**config.mk**
```make
export PLATFORM = sky130hd
export DESIGN_NAME = cpu_alu_with_flags_top
export DESIGN_NICKNAME = d
export VERILOG_FILES = /design/src/rtl/core/cpualu_pkg.sv /design/src/rtl/core/cpu_alu_with_flags_top.sv /design/src/rtl/core/cpualu_stage.sv /design/src/rtl/core/cpualu_exec.sv
export VERILOG_INCLUDE_DIRS = /design/src /design/src/rtl/core
export SDC_FILE = /design/constraint.sdc
export NUM_CORES = 1
export LEC_CHECK = 0
export BUFFER_PORTS_ARGS = -buffer_cell sky130_fd_sc_hd__buf_2
export CAP_MARGIN = 20
export CORE_MARGIN = 4
export CORE_UTILIZATION = 38
export CTS_CLUSTER_DIAMETER = 100
export DETAILED_ROUTE_END_ITERATION = 16
export PLACE_DENSITY_LB_ADDON = 0.25
export SYNTH_ARGS = -nofsm -noshare
export SYNTH_HDL_FRONTEND = slang
export SYNTH_SLANG_ARGS = --single-unit
```
**constraint.sdc**
```tcl
create_clock -name aclk -period 9.9 [get_ports aclk]
set_input_delay 2.97 -clock aclk [delete_from_list [all_inputs] [get_ports aclk]]
set_output_delay 2.97 -clock aclk [all_outputs]
set_load 0.02 [all_outputs]
```
**src/rtl/core/assert_macros.svh**
```systemverilog
// Assertion helpers for the RTL.
`ifndef ASSERT_MACROS_SVH
`define ASSERT_MACROS_SVH

// Clocked check, disabled while reset is asserted.
`define ASSERT_CLK(label, clk, rstn, prop, msg) \
    label: assert property (@(posedge clk) disable iff (!rstn) prop) else $error(msg);

// Clocked check that also holds during reset.
`define ASSERT_CLK_ALWAYS(label, clk, prop, msg) \
    label: assert property (@(posedge clk) prop) else $error(msg);

`endif

```
**src/rtl/core/cpualu_pkg.sv**
```systemverilog
package cpualu_pkg;

    localparam int unsigned MODE_W  = 6;
    localparam int unsigned WORD_W  = 16;
    localparam int unsigned BYTE_W  = 8;
    localparam int unsigned BIDX_W  = 3;

    typedef enum logic [MODE_W-1:0] {
        OP_ADD   = 6'd0,
        OP_ADC   = 6'd1,
        OP_SUB   = 6'd2,
        OP_SBC   = 6'd3,
        OP_AND   = 6'd4,
        OP_XOR   = 6'd5,
        OP_OR    = 6'd6,
        OP_CP    = 6'd7,
        OP_INC8  = 6'd8,
        OP_DEC8  = 6'd9,
        OP_DAA   = 6'd10,
        OP_CPL   = 6'd11,
        OP_SCF   = 6'd12,
        OP_CCF   = 6'd13,
        OP_RLCA  = 6'd14,
        OP_RRCA  = 6'd15,
        OP_RLA   = 6'd16,
        OP_RRA   = 6'd17,
        OP_RLC   = 6'd18,
        OP_RRC   = 6'd19,
        OP_RL    = 6'd20,
        OP_RR    = 6'd21,
        OP_SLA   = 6'd22,
        OP_SRA   = 6'd23,
        OP_SWAP  = 6'd24,
        OP_SRL   = 6'd25,
        OP_BIT   = 6'd26,
        OP_RES   = 6'd27,
        OP_SET   = 6'd28,
        OP_ADD16 = 6'd29,
        OP_ADDSP = 6'd30,
        OP_INC16 = 6'd31,
        OP_DEC16 = 6'd32
    } alu_op_t;

    // highest defined code; anything above is a no-op
    localparam logic [MODE_W-1:0] OP_LAST = OP_DEC16;

    typedef struct packed {
        logic [MODE_W-1:0] mode;
        logic [WORD_W-1:0] operand_a;
        logic [WORD_W-1:0] operand_b;
        logic [BIDX_W-1:0] bit_index;
        logic              flag_z;
        logic              flag_n;
        logic              flag_h;
        logic              flag_c;
    } alu_in_t;

    typedef struct packed {
        logic [WORD_W-1:0] result_value;
        logic              write_back;
        logic              flag_z;
        logic              flag_n;
        logic              flag_h;
        logic              flag_c;
    } alu_out_t;

    localparam int unsigned IN_W  = $bits(alu_in_t);
    localparam int unsigned OUT_W = $bits(alu_out_t);

    // DAA correction constants
    localparam logic [BYTE_W-1:0] DAA_LO  = 8'h06;
    localparam logic [BYTE_W-1:0] DAA_HI  = 8'h60;
    localparam logic [BYTE_W-1:0] DAA_MAX = 8'h99;

endpackage

```
**src/rtl/core/cpu_alu_with_flags_top.sv**
```systemverilog
// An accepted item passes the input register and then the result register.
// Throughput: one item per cycle while m_tready is high; the ALU is one combinational pass between the two.
// m_tready low holds the result register; an empty operand register still takes one
// more item, after which s_tready stays low until the held result is taken.
// Reset: aresetn, synchronous, active low; clears both valid bits, data is not reset.
module cpu_alu_with_flags_top
    import cpualu_pkg::*;
(
    input  logic        aclk,
    input  logic        aresetn,
    // input items
    input  logic        s_tvalid,
    output logic        s_tready,
    // [15:0] operand_a, [31:16] operand_b, [34:32] bit_index,
    // [35] flag_z_in, [36] flag_n_in, [37] flag_h_in, [38] flag_c_in, [39] zero
    input  logic [39:0] s_tdata,
    // [5:0] mode
    input  logic [5:0]  s_tuser,
    // result items
    output logic        m_tvalid,
    input  logic        m_tready,
    // [15:0] result_value, [16] write_back, [17] flag_z_out,
    // [18] flag_n_out, [19] flag_h_out, [20] flag_c_out, [23:21] zero
    output logic [23:0] m_tdata
);

`include "assert_macros.svh"

    alu_in_t  in_item;
    alu_in_t  ex_item;
    alu_out_t ex_result;
    alu_out_t out_item;
    logic     ex_valid;
    logic     ex_ready;
    logic     s_fire;    // item accepted on the input side
    logic     ex_undef;  // undefined code moving into the result register
    logic     m_stall;   // result waiting on the receiver

    // unpack the bus into the operand record
    assign in_item.mode      = s_tuser;
    assign in_item.operand_a = s_tdata[15:0];
    assign in_item.operand_b = s_tdata[31:16];
    assign in_item.bit_index = s_tdata[34:32];
    assign in_item.flag_z    = s_tdata[35];
    assign in_item.flag_n    = s_tdata[36];
    assign in_item.flag_h    = s_tdata[37];
    assign in_item.flag_c    = s_tdata[38];

    // operand register
    cpualu_stage #(
        .Width (IN_W)
    ) u_in_stage (
        .aclk      (aclk),
        .aresetn   (aresetn),
        .in_valid  (s_tvalid),
        .in_ready  (s_tready),
        .in_data   (in_item),
        .out_valid (ex_valid),
        .out_ready (ex_ready),
        .out_data  (ex_item)
    );

    // single-pass ALU and flag logic
    cpualu_exec u_exec (
        .op_in  (ex_item),
        .op_out (ex_result)
    );

    // result register
    cpualu_stage #(
        .Width (OUT_W)
    ) u_out_stage (
        .aclk      (aclk),
        .aresetn   (aresetn),
        .in_valid  (ex_valid),
        .in_ready  (ex_ready),
        .in_data   (ex_result),
        .out_valid (m_tvalid),
        .out_ready (m_tready),
        .out_data  (out_item)
    );

    assign m_tdata = {3'b000, out_item.flag_c, out_item.flag_h, out_item.flag_n,
                      out_item.flag_z, out_item.write_back, out_item.result_value};

    assign s_fire   = s_tvalid && s_tready;
    assign ex_undef = ex_valid && ex_ready && (ex_item.mode > OP_LAST);
    assign m_stall  = m_tvalid && !m_tready;

    // no bubble: an empty result register never blocks the input side
    `ASSERT_CLK(a_no_stall_when_empty, aclk, aresetn, !m_tvalid |-> s_tready, "input stalled")

    // an accepted item always lands in the operand register
    `ASSERT_CLK(a_accept_loads, aclk, aresetn, s_fire |=> ex_valid, "accepted item lost")

    // undefined codes produce a zero, non-written result
    `ASSERT_CLK(a_unknown_op, aclk, aresetn, ex_undef |=> (m_tdata[16:0] == '0), "no-op wrote")

    // a held result must not change under the operand stage
    `ASSERT_CLK(a_out_hold, aclk, aresetn, m_stall |=> $stable({m_tvalid, m_tdata}), "item changed")

endmodule

```
**src/rtl/core/cpualu_stage.sv**
```systemverilog
module cpualu_stage
    import cpualu_pkg::*;
#(
    parameter int unsigned Width = IN_W
) (
    input  logic             aclk,
    input  logic             aresetn,
    input  logic             in_valid,
    output logic             in_ready,
    input  logic [Width-1:0] in_data,
    output logic             out_valid,
    input  logic             out_ready,
    output logic [Width-1:0] out_data
);

    logic             valid_reg;
    logic             valid_next;
    logic [Width-1:0] data_reg;

    // load whenever the slot is empty or drains this cycle
    assign in_ready   = !valid_reg || out_ready;
    assign valid_next = in_ready ? in_valid : valid_reg;

    always_ff @(posedge aclk) begin
        if (!aresetn) begin
            valid_reg <= 1'b0;
        end else begin
            valid_reg <= valid_next;
        end
    end

    always_ff @(posedge aclk) begin
        if (in_ready && in_valid) begin
            data_reg <= in_data;
        end
    end

    assign out_valid = valid_reg;
    assign out_data  = data_reg;

endmodule

```
**src/rtl/core/cpualu_exec.sv**
```systemverilog
module cpualu_exec
    import cpualu_pkg::*;
(
    input  alu_in_t  op_in,
    output alu_out_t op_out
);

    logic [BYTE_W-1:0] a;
    logic [BYTE_W-1:0] b;
    logic [WORD_W-1:0] a16;
    logic [WORD_W-1:0] b16;
    logic              cin_add;
    logic              cin_sub;
    logic [BYTE_W:0]   add9;
    logic [4:0]        add_h;
    logic [BYTE_W:0]   sub9;
    logic [4:0]        sub_h;
    logic [BYTE_W-1:0] daa_adj;
    logic              daa_c;
    logic [BYTE_W-1:0] daa_r;
    logic [BYTE_W-1:0] bit_mask;
    logic [WORD_W:0]   add17;
    logic [12:0]       add13;
    logic [WORD_W-1:0] sp_sum;
    logic [4:0]        sp_h;
    logic [BYTE_W:0]   sp_c;
    logic [BYTE_W-1:0] r8;

    assign a   = op_in.operand_a[BYTE_W-1:0];
    assign b   = op_in.operand_b[BYTE_W-1:0];
    assign a16 = op_in.operand_a;
    assign b16 = op_in.operand_b;

    assign cin_add = (op_in.mode == OP_ADC) && op_in.flag_c;
    assign cin_sub = (op_in.mode == OP_SBC) && op_in.flag_c;

    assign add9  = {1'b0, a} + {1'b0, b} + {8'd0, cin_add};
    assign add_h = {1'b0, a[3:0]} + {1'b0, b[3:0]} + {4'd0, cin_add};
    // borrow shows as the top bit of the widened difference
    assign sub9  = {1'b0, a} - {1'b0, b} - {8'd0, cin_sub};
    assign sub_h = {1'b0, a[3:0]} - {1'b0, b[3:0]} - {4'd0, cin_sub};

    always_comb begin
        daa_adj = '0;
        daa_c   = 1'b0;
        if (op_in.flag_h || (!op_in.flag_n && (a[3:0] > 4'd9))) begin
            daa_adj = DAA_LO;
        end
        if (op_in.flag_c || (!op_in.flag_n && (a > DAA_MAX))) begin
            daa_adj = daa_adj | DAA_HI;
            daa_c   = 1'b1;
        end
        daa_r = op_in.flag_n ? (a - daa_adj) : (a + daa_adj);
    end

    assign bit_mask = 8'(1) << op_in.bit_index;

    assign add17  = {1'b0, a16} + {1'b0, b16};
    assign add13  = {1'b0, a16[11:0]} + {1'b0, b16[11:0]};
    assign sp_sum = a16 + {{BYTE_W{b[BYTE_W-1]}}, b};
    assign sp_h   = {1'b0, a16[3:0]} + {1'b0, b[3:0]};
    assign sp_c   = {1'b0, a16[BYTE_W-1:0]} + {1'b0, b};

    always_comb begin
        op_out.result_value = '0;
        op_out.write_back   = 1'b1;
        op_out.flag_z       = op_in.flag_z;
        op_out.flag_n       = op_in.flag_n;
        op_out.flag_h       = op_in.flag_h;
        op_out.flag_c       = op_in.flag_c;
        r8                  = '0;
        case (op_in.mode)
            OP_ADD, OP_ADC: begin
                r8            = add9[BYTE_W-1:0];
                op_out.flag_n = 1'b0;
                op_out.flag_h = add_h[4];
                op_out.flag_c = add9[BYTE_W];
            end
            OP_SUB, OP_SBC, OP_CP: begin
                r8                = sub9[BYTE_W-1:0];
                op_out.flag_n     = 1'b1;
                op_out.flag_h     = sub_h[4];
                op_out.flag_c     = sub9[BYTE_W];
                op_out.write_back = (op_in.mode != OP_CP);
            end
            OP_AND: begin
                r8            = a & b;
                op_out.flag_n = 1'b0;
                op_out.flag_h = 1'b1;
                op_out.flag_c = 1'b0;
            end
            OP_XOR: begin
                r8            = a ^ b;
                op_out.flag_n = 1'b0;
                op_out.flag_h = 1'b0;
                op_out.flag_c = 1'b0;
            end
            OP_OR: begin
                r8            = a | b;
                op_out.flag_n = 1'b0;
                op_out.flag_h = 1'b0;
                op_out.flag_c = 1'b0;
            end
            OP_INC8: begin
                r8            = a + 8'd1;
                op_out.flag_n = 1'b0;
                op_out.flag_h = (a[3:0] == 4'hF);
            end
            OP_DEC8: begin
                r8            = a - 8'd1;
                op_out.flag_n = 1'b1;
                op_out.flag_h = (a[3:0] == 4'h0);
            end
            OP_DAA: begin
                r8            = daa_r;
                op_out.flag_h = 1'b0;
                op_out.flag_c = daa_c;
            end
            OP_CPL: begin
                r8            = ~a;
                op_out.flag_n = 1'b1;
                op_out.flag_h = 1'b1;
            end
            OP_SCF, OP_CCF: begin
                r8                = a;
                op_out.write_back = 1'b0;
                op_out.flag_n     = 1'b0;
                op_out.flag_h     = 1'b0;
                op_out.flag_c     = (op_in.mode == OP_SCF) ? 1'b1 : !op_in.flag_c;
            end
            OP_RLCA, OP_RLC: begin
                r8            = {a[6:0], a[7]};
                op_out.flag_n = 1'b0;
                op_out.flag_h = 1'b0;
                op_out.flag_c = a[7];
            end
            OP_RRCA, OP_RRC: begin
                r8            = {a[0], a[7:1]};
                op_out.flag_n = 1'b0;
                op_out.flag_h = 1'b0;
                op_out.flag_c = a[0];
            end
            OP_RLA, OP_RL: begin
                r8            = {a[6:0], op_in.flag_c};
                op_out.flag_n = 1'b0;
                op_out.flag_h = 1'b0;
                op_out.flag_c = a[7];
            end
            OP_RRA, OP_RR: begin
                r8            = {op_in.flag_c, a[7:1]};
                op_out.flag_n = 1'b0;
                op_out.flag_h = 1'b0;
                op_out.flag_c = a[0];
            end
            OP_SLA: begin
                r8            = {a[6:0], 1'b0};
                op_out.flag_n = 1'b0;
                op_out.flag_h = 1'b0;
                op_out.flag_c = a[7];
            end
            OP_SRA: begin
                r8            = {a[7], a[7:1]};
                op_out.flag_n = 1'b0;
                op_out.flag_h = 1'b0;
                op_out.flag_c = a[0];
            end
            OP_SWAP: begin
                r8            = {a[3:0], a[7:4]};
                op_out.flag_n = 1'b0;
                op_out.flag_h = 1'b0;
                op_out.flag_c = 1'b0;
            end
            OP_SRL: begin
                r8            = {1'b0, a[7:1]};
                op_out.flag_n = 1'b0;
                op_out.flag_h = 1'b0;
                op_out.flag_c = a[0];
            end
            OP_BIT: begin
                r8                = a;
                op_out.write_back = 1'b0;
                op_out.flag_n     = 1'b0;
                op_out.flag_h     = 1'b1;
            end
            OP_RES: r8 = a & ~bit_mask;
            OP_SET: r8 = a | bit_mask;
            default: r8 = '0;
        endcase

        // Z from the 8-bit result for most ops; RLCA/RRCA/RLA/RRA clear it, BIT takes it from the tested bit
        case (op_in.mode)
            OP_ADD, OP_ADC, OP_SUB, OP_SBC, OP_CP, OP_AND, OP_XOR, OP_OR,
            OP_INC8, OP_DEC8, OP_DAA, OP_RLC, OP_RRC, OP_RL, OP_RR,
            OP_SLA, OP_SRA, OP_SWAP, OP_SRL: op_out.flag_z = (r8 == '0);
            OP_RLCA, OP_RRCA, OP_RLA, OP_RRA: op_out.flag_z = 1'b0;
            OP_BIT: op_out.flag_z = !a[op_in.bit_index];
            default: op_out.flag_z = op_out.flag_z;
        endcase

        op_out.result_value = {{(WORD_W-BYTE_W){1'b0}}, r8};

        // 16-bit group and undefined codes
        case (op_in.mode)
            OP_ADD16: begin
                op_out.result_value = add17[WORD_W-1:0];
                op_out.flag_n       = 1'b0;
                op_out.flag_h       = add13[12];
                op_out.flag_c       = add17[WORD_W];
            end
            OP_ADDSP: begin
                op_out.result_value = sp_sum;
                op_out.flag_z       = 1'b0;
                op_out.flag_n       = 1'b0;
                op_out.flag_h       = sp_h[4];
                op_out.flag_c       = sp_c[BYTE_W];
            end
            OP_INC16: op_out.result_value = a16 + 16'd1;
            OP_DEC16: op_out.result_value = a16 - 16'd1;
            default: begin
                if (op_in.mode > OP_LAST) begin
                    op_out.result_value = '0;
                    op_out.write_back   = 1'b0;
                end
            end
        endcase
    end

endmodule
```
# Word-level counts from Yosys, hierarchy flattened
# Index checks and enable logic that the tools add are counted.
[totals]
reg_bits = 68
input_bits = 50
output_inout_bits = 26
[op_classes]
addsub = 17
magnitude_cmp = 4
n_eq_ne = 34
shift = 1
mux = 17
bitwise_logic = 7
reduce_logical = 36
[ops]
columns = ["op", "n"]
rows = [
  ["case mux 8 bit (20 select lines)", 1],
  ["== test 6 x 5 -> 1 bit, second input constant", 16],
  ["case mux 16 bit (4 select lines)", 1],
  ["== test 6 x 4 -> 1 bit, second input constant", 8],
  ["== test 6 x 3 -> 1 bit, second input constant", 4],
  ["OR reduction 21 bit", 1],
  ["OR reduction 19 bit", 1],
  ["adder 16 x 16 -> 17 bit", 1],
  ["OR reduction 17 bit", 1],
  ["adder 16 x 1 -> 16 bit, second input constant", 1],
  ["adder 16 bit", 1],
  ["AND 8 bit", 2],
  ["NOT 8 bit", 2],
  ["bitwise OR 8 bit", 2],
  ["subtractor 16 x 1 -> 16 bit, second input constant", 1],
  ["adder 12 x 12 -> 13 bit", 1],
  ["== test 6 x 2 -> 1 bit, second input constant", 2],
  ["OR reduction 2 bit", 6],
  ["OR reduction 4 bit", 3],
  ["OR reduction 5 bit", 2],
  ["adder 8 x 8 -> 9 bit", 1],
  ["adder 9 x 1 -> 9 bit", 1],
  ["2-to-1 mux 9 bit", 1],
  ["OR reduction 3 bit", 3],
  ["37 further kinds", 53],
]

# Longest topological paths before layout
# Gate-level depths: netlist of run 1.
[logic_depth]
depth_word = 10
depth_mapped = 16
ltp_nobuf = 15

# Modules after synthesis
# A second synthesis of run 1 with hierarchy kept.
[hier_totals]
hier_cells = 753
area_unflattened_um2 = 6682.7
[modules_own_cells]
columns = ["module", "instances", "cells_each", "area_each_um2"]
rows = [
  ["cpualu_exec", 1, 673, 4559.4],
  ["cpualu_stage (u_in_stage)", 1, 50, 1408.9],
  ["cpualu_stage (u_out_stage)", 1, 26, 688.2],
  ["cpu_alu_with_flags_top", 1, 4, 26.3],
]

# Worst setup path after synthesis of run 1
# No wires, ideal clock.
[synth_timing]
path_type = "input to output"
start = "in m_tready"
end = "out s_tready"
t_arrival_ns = 3.341
t_required_ns = 6.930
path_slack_ns = 3.589
path_stages = 2
n_path_buf = 0
path_cell_list = "nor2b_1 nand2_1"
[synth_via]
elab_chain_len = 2
[synth_rtl]
columns = ["element", "line_no", "source"]
rows = [
  ["start: declaration", "cpu_alu_with_flags_top.sv:21", "input logic m_tready,"],
  ["logical OR 1 bit (2 in series)", "cpualu_stage.sv:21", "assign in_ready = !valid_reg || out_ready;"],
  ["end: declaration", "cpu_alu_with_flags_top.sv:13", "output logic s_tready,"],
]
# Every way passes these cells.

# Worst setup path in the final report of run 1
# Ends and elaborated chain as after synthesis.

==> flow_summary.json, run 1 <==
{
  "ctsHoldBuffers": 0,
  "place.gp.congestion": 1.01,
  "fin_nets": 917,
  "drive_gt1_share_pct": 15.5,
  "worst_hold_slack_ps": 522,
  "core_um2": 17400,
  "first_global_vias": 5784,
  "final_cell_mix": "buf_2 (71), edfxtp_1 (66), nand2_1 (64), a21oi_1 (59), ha_1 (58)",
  "ant_nets": 0,
  "cts_tree": "built",
  "worst_slew_pin_slew_ps": 1020,
  "yosysSeqAreaShare_pct": 30.0,
  "diodes": 0,
  "initial_core_util_pct": 38.8,
  "intPower_w": 0.000650,
  "finalSetupTns_ps": 0,
  "vias": 6218,
  "p_leak_nw": 2.93,
  "dieWidth_um": 141,
  "clock_latency_ps": 350,
  "ys_warn_count": 0,
  "antenna_found_initial": 0,
  "grt_max_degree": 46,
  "switching_share_pct": 33.4,
  "grt_usage_pct": 21.6,
  "synthCells": 750,
  "setup.worst_path.end_class": "primary output",
  "cp.arrival_ps": 3570,
  "comb_power_share_pct": 29.3,
  "netlist_area_um2": 6740,
  "power_frac_seq_pct": 36.8,
  "synth_top_flop_cell": "edfxtp_1",
  "clockBufferDepth": 2,
  "grt_use_met2_pct": 31.1,
  "cap_viol_max_count": 0,
  "drt_iter0_drc": 692,
  "ff_latch_area_um2": 2020,
  "timing.final.crit_period_ps": 6540,
  "synth_area_per_cell_um2": 8.98,
  "row_count": 48,
  "post_cts_buffers": 0,
  "finalClockSkew_ps": 10.4,
  "grt_overflow": 0,
  "wl_per_cell_um": 20.9,
  "setup-violations-final": 0,
  "p_switching_w": 0.000326,
  "firstDrtPassIters": 5,
  "synthArstFlopShare_pct": 0,
  "required_ps": 6930,
  "synth_edf_count": 66,
  "syn_to_final_growth_pct": 11.3,
  "grt_setup_unrepaired": "no",
  "grtUsageMet1_pct": 31.0,
  "fillCellCount": 1721,
  "crit_type": "input port to primary output",
  "clock_sinks": 68,
  "final_common_cell": "buf_2",
  "drc_errors": 0,
  "fmax_mhz": 153,
  "hp-class": "flip-flop to flip-flop",
  "die_h_um": 141,
  "powerDensity_nw_per_um2": 130,
  "status": "complete, no violations",
  "clkPwrFrac_pct": 33.9,
  "drv_slew": 0,
  "dieArea_um2": 19900,
  "io_pins": 76,
  "start_kind": "input port",
  "grt_busiest_layer": "met2",
  "synth_cell_types": 97,
  "slew_headroom_pct": 32.1,
  "root_buffer": "clkbuf_16",
  "place_hpwl_um": 16400,
  "vias_per_cell": 6.01,
  "multi_input_area_um2": 4310,
  "cpMostUsedCell": "buf_2",
  "io_buffers": 71,
  "synth_seq_cells": 68,
  "use_met3_pct": 5.90,
  "crit_path_cell_trace": "buf_2 -> nor2b_1 -> nand2_1 -> buf_2",
  "fin_crit_sh_pct": 66.0,
  "crit_fanout": 4,
  "clkSlewWorstSetupHoldPaths_ps": 60,
  "max_stage_delay_ps": 230,
  "finalHoldViolations": 0,
  "vdd.ir_drop.worst_mv": 0.104,
  "drt_wl_total_um": 21600,
  "numCtsBuffers": 9,
  "grt_pass1_wl_um": 33400,
  "htree_levels": 3,
  "cts_resized": 0,
  "crit_path_top_delay_cell": "nor2b_1"
}
metrics by stage:
| stage | area [µm²] | util (%) | std cells | setup slack [ps] | power (W) |
|---|---|---|---|---|---|
| floorplan | 6740 | - | 752 | 3590 | 0.000570 |
| global placement | 7190 | 41.4 | 1018 | 3360 | 0.000643 |
| detailed placement | 7190 | 41.4 | 1018 | 3360 | 0.000644 |
| CTS | 7500 | 43.2 | 1034 | 3350 | 0.000983 |
| global route | 7500 | 43.2 | 1034 | 3270 | 0.00103 |
| finish | 7500 | 43.2 | 1034 | 3360 | 0.000976 |
power groups by stage:
| stage | clock [W] | combinational, W | sequential [W] |
|---|---|---|---|
| 6_report | 0.000331 | 0.000286 | 0.000359 |
| 5_1_grt | 0.000356 | 0.000314 | 0.000361 |
| 4_1_cts | 0.000343 | 0.000282 | 0.000358 |
| 3_5_place_dp | 0 | 0.000279 | 0.000364 |
| 3_3_place_gp | 0 | 0.000279 | 0.000364 |
| 2_1_floorplan | 0 | 0.000208 | 0.000361 |
final timing paths:
kind / endpoint / slack (ps) / start / depth (start not counted)
worst max-delay path: s_tready / 3360 / m_tready / 4
worst min-delay path: u_out_stage.out_valid / 520 / u_in_stage.out_valid / 1
worst max register to register: u_out_stage.out_data[20] / 5060 / u_in_stage.out_data[42] / 12
worst min register to register: u_out_stage.out_valid / 520 / u_in_stage.out_valid / 1
per-layer routing:
metal  share of wire [%]  vias up
met5                   0        -
met4                 3.5        0
met3                  10       57
met2                  42      339
met1                  45     2875
li1                    -     2947
logic make-up (layout without fill, tap and decap cells):
logic type      count (synthesis)  in the layout  synth area share (%)
xor+xnor                       46             46                  5.98
simple gates                  258            258                  21.0
flops                          68             68                  30.0
buf+inv                        77            134                  6.17
compound gates                234            234                  23.8
other cells                     1              3                0.0557
fa+ha+maj                      63             63                  12.3
mux                             3              3                 0.817
synth_stat cells, types with 5 or more instances:
library cell,instances,area (µm²)
a211o_1,8,70.1
a211oi_1,6,45.0
a21o_1,10,75.1
a21oi_1,59,295
a31oi_1,16,100
and2_1,8,50.1
and3_1,7,43.8
buf_2,13,65.1
buf_4,7,52.6
clkbuf_1,13,48.8
edfxtp_1,66,1980
fa_1,5,100
ha_1,58,726
inv_1,34,128
nand2_1,64,240
nand2b_1,12,75.1
nand3_1,19,95.1
nand3b_1,5,37.5
nand4_1,7,43.8
nor2_1,55,206
nor2b_1,16,100
nor3_1,15,75.1
nor3b_1,8,60.1
o211ai_1,7,52.6
o21ai_0,31,155
o21ai_1,8,40.0
o22ai_1,17,106
xnor2_1,28,245
xor2_1,18,158
flip-flops by register name (all words and copies together) (netlist names):
register	cells
u_in_stage.out_data	45
u_in_stage.out_valid	1
u_out_stage.out_data	21
u_out_stage.out_valid	1
worst max-delay path: cells and delay by family:
family	cells	cell delay, ps
AND/OR/NAND/NOR	2	330
buffers and inverters	2	260
final cells by class:
| type | count | area share (%) |
|---|---|---|
| Timing Repair Buffer | 83 | 5.94 |
| Multi-Input combinational cell | 607 | 57.5 |
| Tap cell | 225 | 3.76 |
| Clock inverter | 7 | 1.07 |
| Clock buffer | 9 | 3.00 |
| Sequential cell | 68 | 27.0 |
| Inverter | 35 | 1.75 |
(Power assumes the default switching activity.)
==> inputs of run 2 (changes only) <==
--- a/config.mk
+++ b/config.mk
@@ -6,6 +6,7 @@
 export SDC_FILE = /design/constraint.sdc
 export NUM_CORES = 1
 export LEC_CHECK = 0
+export ABC_AREA = 1
 export BUFFER_PORTS_ARGS = -buffer_cell sky130_fd_sc_hd__buf_2
 export CAP_MARGIN = 20
 export CORE_MARGIN = 4
==> constraint.sdc (replaced) <==
create_clock -name aclk -period 6.85 [get_ports aclk]
set_input_delay 2.055 -clock aclk [delete_from_list [all_inputs] [get_ports aclk]]
set_output_delay 2.055 -clock aclk [all_outputs]
set_load 0.02 [all_outputs]
==> run 2 against run 1 <==
First-iteration DRC count increased by 12%; clock power is 43% higher; sequential power grew 45%; routed wire length rose by 7.9%; critical endpoint unchanged.
==> flow_summary.json, run 2 <==
{
  "status": "complete, no violations",
  "drt_iter0_drc": 775,
  "comb_power_share_pct": 28.4,
  "root_buffer": "clkbuf_16",
  "ys_warn_count": 0,
  "utilization_pct": 44.4,
  "diodes": 0,
  "largest_reg_flops": 45,
  "vias": 7092,
  "synthAdderAreaFrac_pct": 12.0,
  "syn_to_final_growth_pct": 13.2,
  "finalClockSkew_ps": 12.3,
  "yosysMostFrequentCell": "nand2_1",
  "final_cell_mix": "nand2_1 (277), inv_1 (109), nor2_1 (96), nand3_1 (94), buf_2 (71)",
  "yosysSeqAreaShare_pct": 29.4,
  "p_switching_w": 0.000487,
  "synthArstFlopShare_pct": 0,
  "synth_area_leader_cell": "edfxtp_1",
  "clkSlewWorstSetupHoldPaths_ps": 60,
  "synth_edf_count": 66,
  "crit_type": "input port to primary output",
  "grt_setup_unrepaired": "no",
  "finalHoldViolations": 0,
  "grt_max_degree": 46,
  "worst_slew_pin_slew_ps": 1030,
  "p_leak_nw": 3.79,
  "placed_cells": 1284,
  "required_ps": 4800,
  "place_hpwl_um": 18400,
  "synth_common_cells": "nand2_1 (277), inv_1 (110), nor2_1 (96)",
  "setup.worst_path.end_class": "primary output",
  "synth_compound_area_share_pct": 13.0,
  "power_frac_seq_pct": 37.4,
  "yosys.area_share.simple_pct": 36.0,
  "synth_top_family_by_area": "simple AND/OR/NAND/NOR gates",
  "drv_slew": 0,
  "cts_tree": "built",
  "post_layout_nonfiller_instances": 1300,
  "hp-class": "flip-flop to flip-flop",
  "intPower_w": 0.000903,
  "ff_latch_area_um2": 2020,
  "timing.final.crit_period_ps": 4590,
  "grt_usage_pct": 23.0,
  "cap_viol_max_count": 0,
  "row_count": 48,
  "synthCells": 992,
  "final_common_cell": "nand2_1",
  "start_kind": "input port",
  "synth_mux_area_share_pct": 0,
  "dieWidth_um": 142,
  "synth_xor_area_share_pct": 1.53,
  "drc_errors": 0,
  "dieArea_um2": 20300,
  "multi_input_area_um2": 4310,
  "yosysTopAreaCellShare_pct": 28.8,
  "vdd.ir_drop.worst_mv": 0.144,
  "vias_per_cell": 5.46,
  "drt_wl_total_um": 23300,
  "cp.arrival_ps": 2540,
  "numCtsBuffers": 9,
  "fmax_mhz": 218,
  "clock_sinks": 68,
  "first_global_vias": 6380,
  "setup_ws_ps": 2260,
  "synth_top_flop_cell": "edfxtp_1",
  "setup-violations-final": 0,
  "ant_nets": 0,
  "wl_per_cell_um": 17.9,
  "grt_pass1_wl_um": 35800,
  "htree_levels": 3,
  "antenna_found_initial": 0,
  "cts_resized": 0,
  "slew_headroom_pct": 30.6,
  "netlist_area_um2": 6870,
  "grt_overflow": 0,
  "clock_latency_ps": 350,
  "fin_crit_sh_pct": 67.1,
  "synth_seq_cells": 68,
  "io_buffers": 71,
  "fin_nets": 1183,
  "io_pins": 76,
  "clkPwrFrac_pct": 34.1,
  "clockBufferDepth": 2,
  "core_um2": 17500,
  "die_h_um": 142,
  "finalSetupTns_ps": 0,
  "fillCellCount": 1836,
  "switching_share_pct": 35.0,
  "place_ws_ps": 2250,
  "firstDrtPassIters": 7,
  "synthTopCellsByArea": "edfxtp_1 (29%), nand2_1 (15%), ha_1 (11%), nand3_1 (6.8%), inv_1 (6.0%)",
  "synth_cell_types": 47,
  "synth_area_per_cell_um2": 6.93,
  "drive_gt1_share_pct": 13.4,
  "crit_fanout": 3,
  "ctsHoldBuffers": 0,
  "initial_core_util_pct": 39.2,
  "place.gp.congestion": 0.998,
  "powerDensity_nw_per_um2": 179,
  "post_cts_buffers": 0
}
## run 2: changes by cell type in the layout (fill, tap and decap cells not counted), moves of 10 or more
| cell | previous run | this run |
|---|---|---|
| nor2b_1 | 15 | 0 |
| inv_2 | 1 | 13 |
| nand3_1 | 19 | 94 |
| inv_1 | 34 | 109 |
| nand2b_1 | 12 | 0 |
| nand4_1 | 7 | 23 |
| o21ai_0 | 31 | 53 |
| xnor2_1 | 28 | 2 |
| nor2_1 | 55 | 96 |
| nor2_2 | 0 | 10 |
| nand2_1 | 64 | 277 |
| o22ai_1 | 17 | 4 |
| a21o_1 | 10 | 0 |
## run 2: kinds of logic after synthesis
family | Yosys count
compound gates | 158
xor+xnor | 12
fa+ha+maj | 63
buf+inv | 138
flops | 68
other cells | 1
simple gates | 552
## run 2: layer usage
layer	global-route usage, %	share of wire (%)	vias up	wire length, µm
li1	-	-	3518	-
met3	5.01	11	47	2450
met5	0	0	-	0
met1	34.3	46	3196	10600
met4	7.65	2.5	0	590
met2	32.8	41	331	9590
## run 2: stage by stage
| step | area, µm² | hold WS (ps) | power (W) |
|---|---|---|---|
| final | 7780 | 492 | 0.00139 |
| after global routing | 7780 | 525 | 0.00147 |
| after CTS | 7780 | 502 | 0.00140 |
| after detailed placement | 7480 | 494 | 0.000914 |
| after global placement | 7480 | 479 | 0.000911 |
| after floorplan | 6880 | 447 | 0.000793 |
## run 2: area by class of cell
cell class              instances  share of cell area, %
clock buffers                   9                   2.89
clock inverters                 7                  0.981
inverters                     128                   6.17
multi-input cells             788                   55.4
flip-flops and latches         68                   26.0
well taps                     225                   3.62
repair buffers                 75                   4.95
## run 2: final timing paths
kind	startpoint	end	slack [ps]	cells past startpoint
worst max-delay path	m_tready	s_tready	2260	4
worst max register to register	u_in_stage.out_data[27]	u_out_stage.out_data[3]	2640	22
worst min-delay path	u_in_stage.out_valid	u_out_stage.out_valid	490	2
worst min register to register	u_in_stage.out_valid	u_out_stage.out_valid	490	2
## run 2: critical path: stages
cell and delay (ps):
buf_2 90, inv_1 90, nand3_1 120, buf_2 180
## run 2: power by group through the flow
stage	Sequential (W)	Clock (W)	Combinational [W]
2_1_floorplan	0.000524	0	0.000269
3_3_place_gp	0.000527	0	0.000383
3_5_place_dp	0.000527	0	0.000386
4_1_cts	0.000519	0.000490	0.000389
5_1_grt	0.000522	0.000506	0.000443
6_report	0.000520	0.000474	0.000395
==> inputs of run 3 (changes only) <==
==> constraint.sdc (replaced) <==
create_clock -name aclk -period 4.7 [get_ports aclk]
set_input_delay 1.41 -clock aclk [delete_from_list [all_inputs] [get_ports aclk]]
set_output_delay 1.41 -clock aclk [all_outputs]
set_load 0.02 [all_outputs]
==> run 3 against run 2 <==
Largest cell class unchanged; sequential power grew 44%; largest power group unchanged; global-route usage up 0.27 points; first-iteration DRC count decreased by 5.4%; clock-buffer cell count grew 1.
==> flow_summary.json, run 3 (synthesized netlist as in run 2, its figures left out) <==
{
  "p_switching_w": 0.000714,
  "drive_gt1_share_pct": 14.0,
  "p_total_w": 0.00209,
  "vias": 7248,
  "fin_nets": 1192,
  "fmax_mhz": 261,
  "clkSlewWorstSetupHoldPaths_ps": 60,
  "crit_type": "flip-flop to flip-flop",
  "finalClockSkew_ps": 14.5,
  "setup-violations-final": 0,
  "grt_max_degree": 46,
  "drc_errors": 0,
  "clockBufferDepth": 2,
  "switching_share_pct": 34.2,
  "finalSetupTns_ps": 0,
  "largest_reg_flops": 45,
  "cts_resized": 0,
  "postLayoutCellArea_um2": 7870,
  "diodes": 0,
  "clkPwrFrac_pct": 35.8,
  "place_ws_ps": 930,
  "finalHoldViolations": 0,
  "power_frac_seq_pct": 35.9,
  "io_buffers": 71,
  "hp-class": "flip-flop to flip-flop",
  "post_cts_buffers": 0,
  "p_leak_nw": 3.84,
  "intPower_w": 0.00137,
  "antenna_found_initial": 0,
  "crit_path_top_delay_cell": "edfxtp_1",
  "io_pins": 76,
  "start_kind": "flip-flop",
  "vdd.ir_drop.worst_mv": 0.208,
  "max_stage_delay_ps": 730,
  "vias_per_cell": 5.54,
  "htree_levels": 3,
  "setup_ws_ps": 870,
  "initial_core_util_pct": 39.2,
  "worst_slew_pin_slew_ps": 989,
  "cp.depth": 22,
  "timing.final.crit_period_ps": 3830,
  "clock_sinks": 68,
  "whs_path_depth": 2,
  "final_cell_mix": "nand2_1 (277), inv_1 (109), nor2_1 (96), nand3_1 (94), buf_2 (71)",
  "final_common_cell": "nand2_1",
  "dieWidth_um": 142,
  "reg2reg_depth": 22,
  "grt_setup_unrepaired": "no",
  "row_count": 48,
  "root_buffer": "clkbuf_16",
  "drt_wl_total_um": 23800,
  "utilization_pct": 44.8,
  "setup.worst_path.end_class": "flip-flop",
  "status": "complete, no violations",
  "ctsHoldBuffers": 0,
  "crit_family": "simple AND/OR/NAND/NOR gates",
  "place_hpwl_um": 18800,
  "powerDensity_nw_per_um2": 265,
  "grt_pass1_wl_um": 36000,
  "fin_crit_sh_pct": 81.5,
  "syn_to_final_growth_pct": 14.5,
  "drv_slew": 0,
  "place.gp.congestion": 1.01,
  "core_um2": 17500,
  "required_ps": 4910,
  "dieArea_um2": 20300,
  "crit_fanout": 9,
  "die_h_um": 142,
  "cap_viol_max_count": 0,
  "critical_path_buf_inv_count": 1,
  "first_global_vias": 6445,
  "numCtsBuffers": 9,
  "cts_tree": "built",
  "crit_path_cell_trace": "o21ai_0 -> o211ai_1 -> a31oi_1 -> ha_1 -> nand2_1 -> nand2_1 -> nand2_1 -> nand2_1 -> ha_1 -> nand2_1 -> inv_1 -> nand2_1 -> nand2_1 -> a21oi_1 -> nand3_1 -> nand2_1 -> nor2_1 -> nor2_1 -> nand2_1 -> nor2_1 -> nand4_1 -> a21oi_1",
  "cp.arrival_ps": 4040,
  "placed_area_um2": 7550,
  "firstDrtPassIters": 5,
  "wl_per_cell_um": 18.2,
  "grt_overflow": 0,
  "grt_usage_pct": 23.3,
  "cpMostUsedCell": "nand2_1",
  "ant_nets": 0,
  "comb_power_share_pct": 28.3,
  "clock_latency_ps": 360,
  "drt_iter0_drc": 733,
  "slew_headroom_pct": 33.5
}
[run 3: power by group through the flow]
stage          registers [W]  clock network, W  logic, W
4_1_cts             0.000748          0.000762  0.000579
5_1_grt             0.000752          0.000788  0.000657
6_report            0.000750          0.000747  0.000590
2_1_floorplan       0.000763                 0  0.000392
3_3_place_gp        0.000761                 0  0.000573
3_5_place_dp        0.000761                 0  0.000576
[run 3: final timing paths]
kind,from,end,slack [ps]
worst min-delay path,u_in_stage.out_valid,u_out_stage.out_valid,490
worst min register to register,u_in_stage.out_valid,u_out_stage.out_valid,490
worst max-delay path,u_in_stage.out_data[26],u_out_stage.out_data[3],870
worst max register to register,u_in_stage.out_data[26],u_out_stage.out_data[3],870
[run 3: worst min-delay path, stage by stage, from the launching register on]
cell and delay, ps:
dfxtp_1 310, inv_1 80, a21oi_1 60
[run 3: metal layers]
layer	GRT usage [%]	routed length, µm
met1	34.7	10900
met2	33.0	9640
met3	4.37	2410
met4	9.35	886
met5	0	0
[run 3: metrics by stage]
step                      cells  hold WS [ps]
after floorplan             994           447
after global placement     1293           474
after detailed placement   1293           484
after CTS                  1309           493
after global routing       1309           523
final                      1309           495
[run 3: cell type report]
class / count / area [µm²]
Clock buffer: 10 / 229
Clock inverter: 6 / 88.8
Fill cell: 1876 / 9670
Inverter: 128 / 480
Multi-Input combinational cell: 788 / 4310
Sequential cell: 68 / 2020
Tap cell: 225 / 282
Timing Repair Buffer: 84 / 453
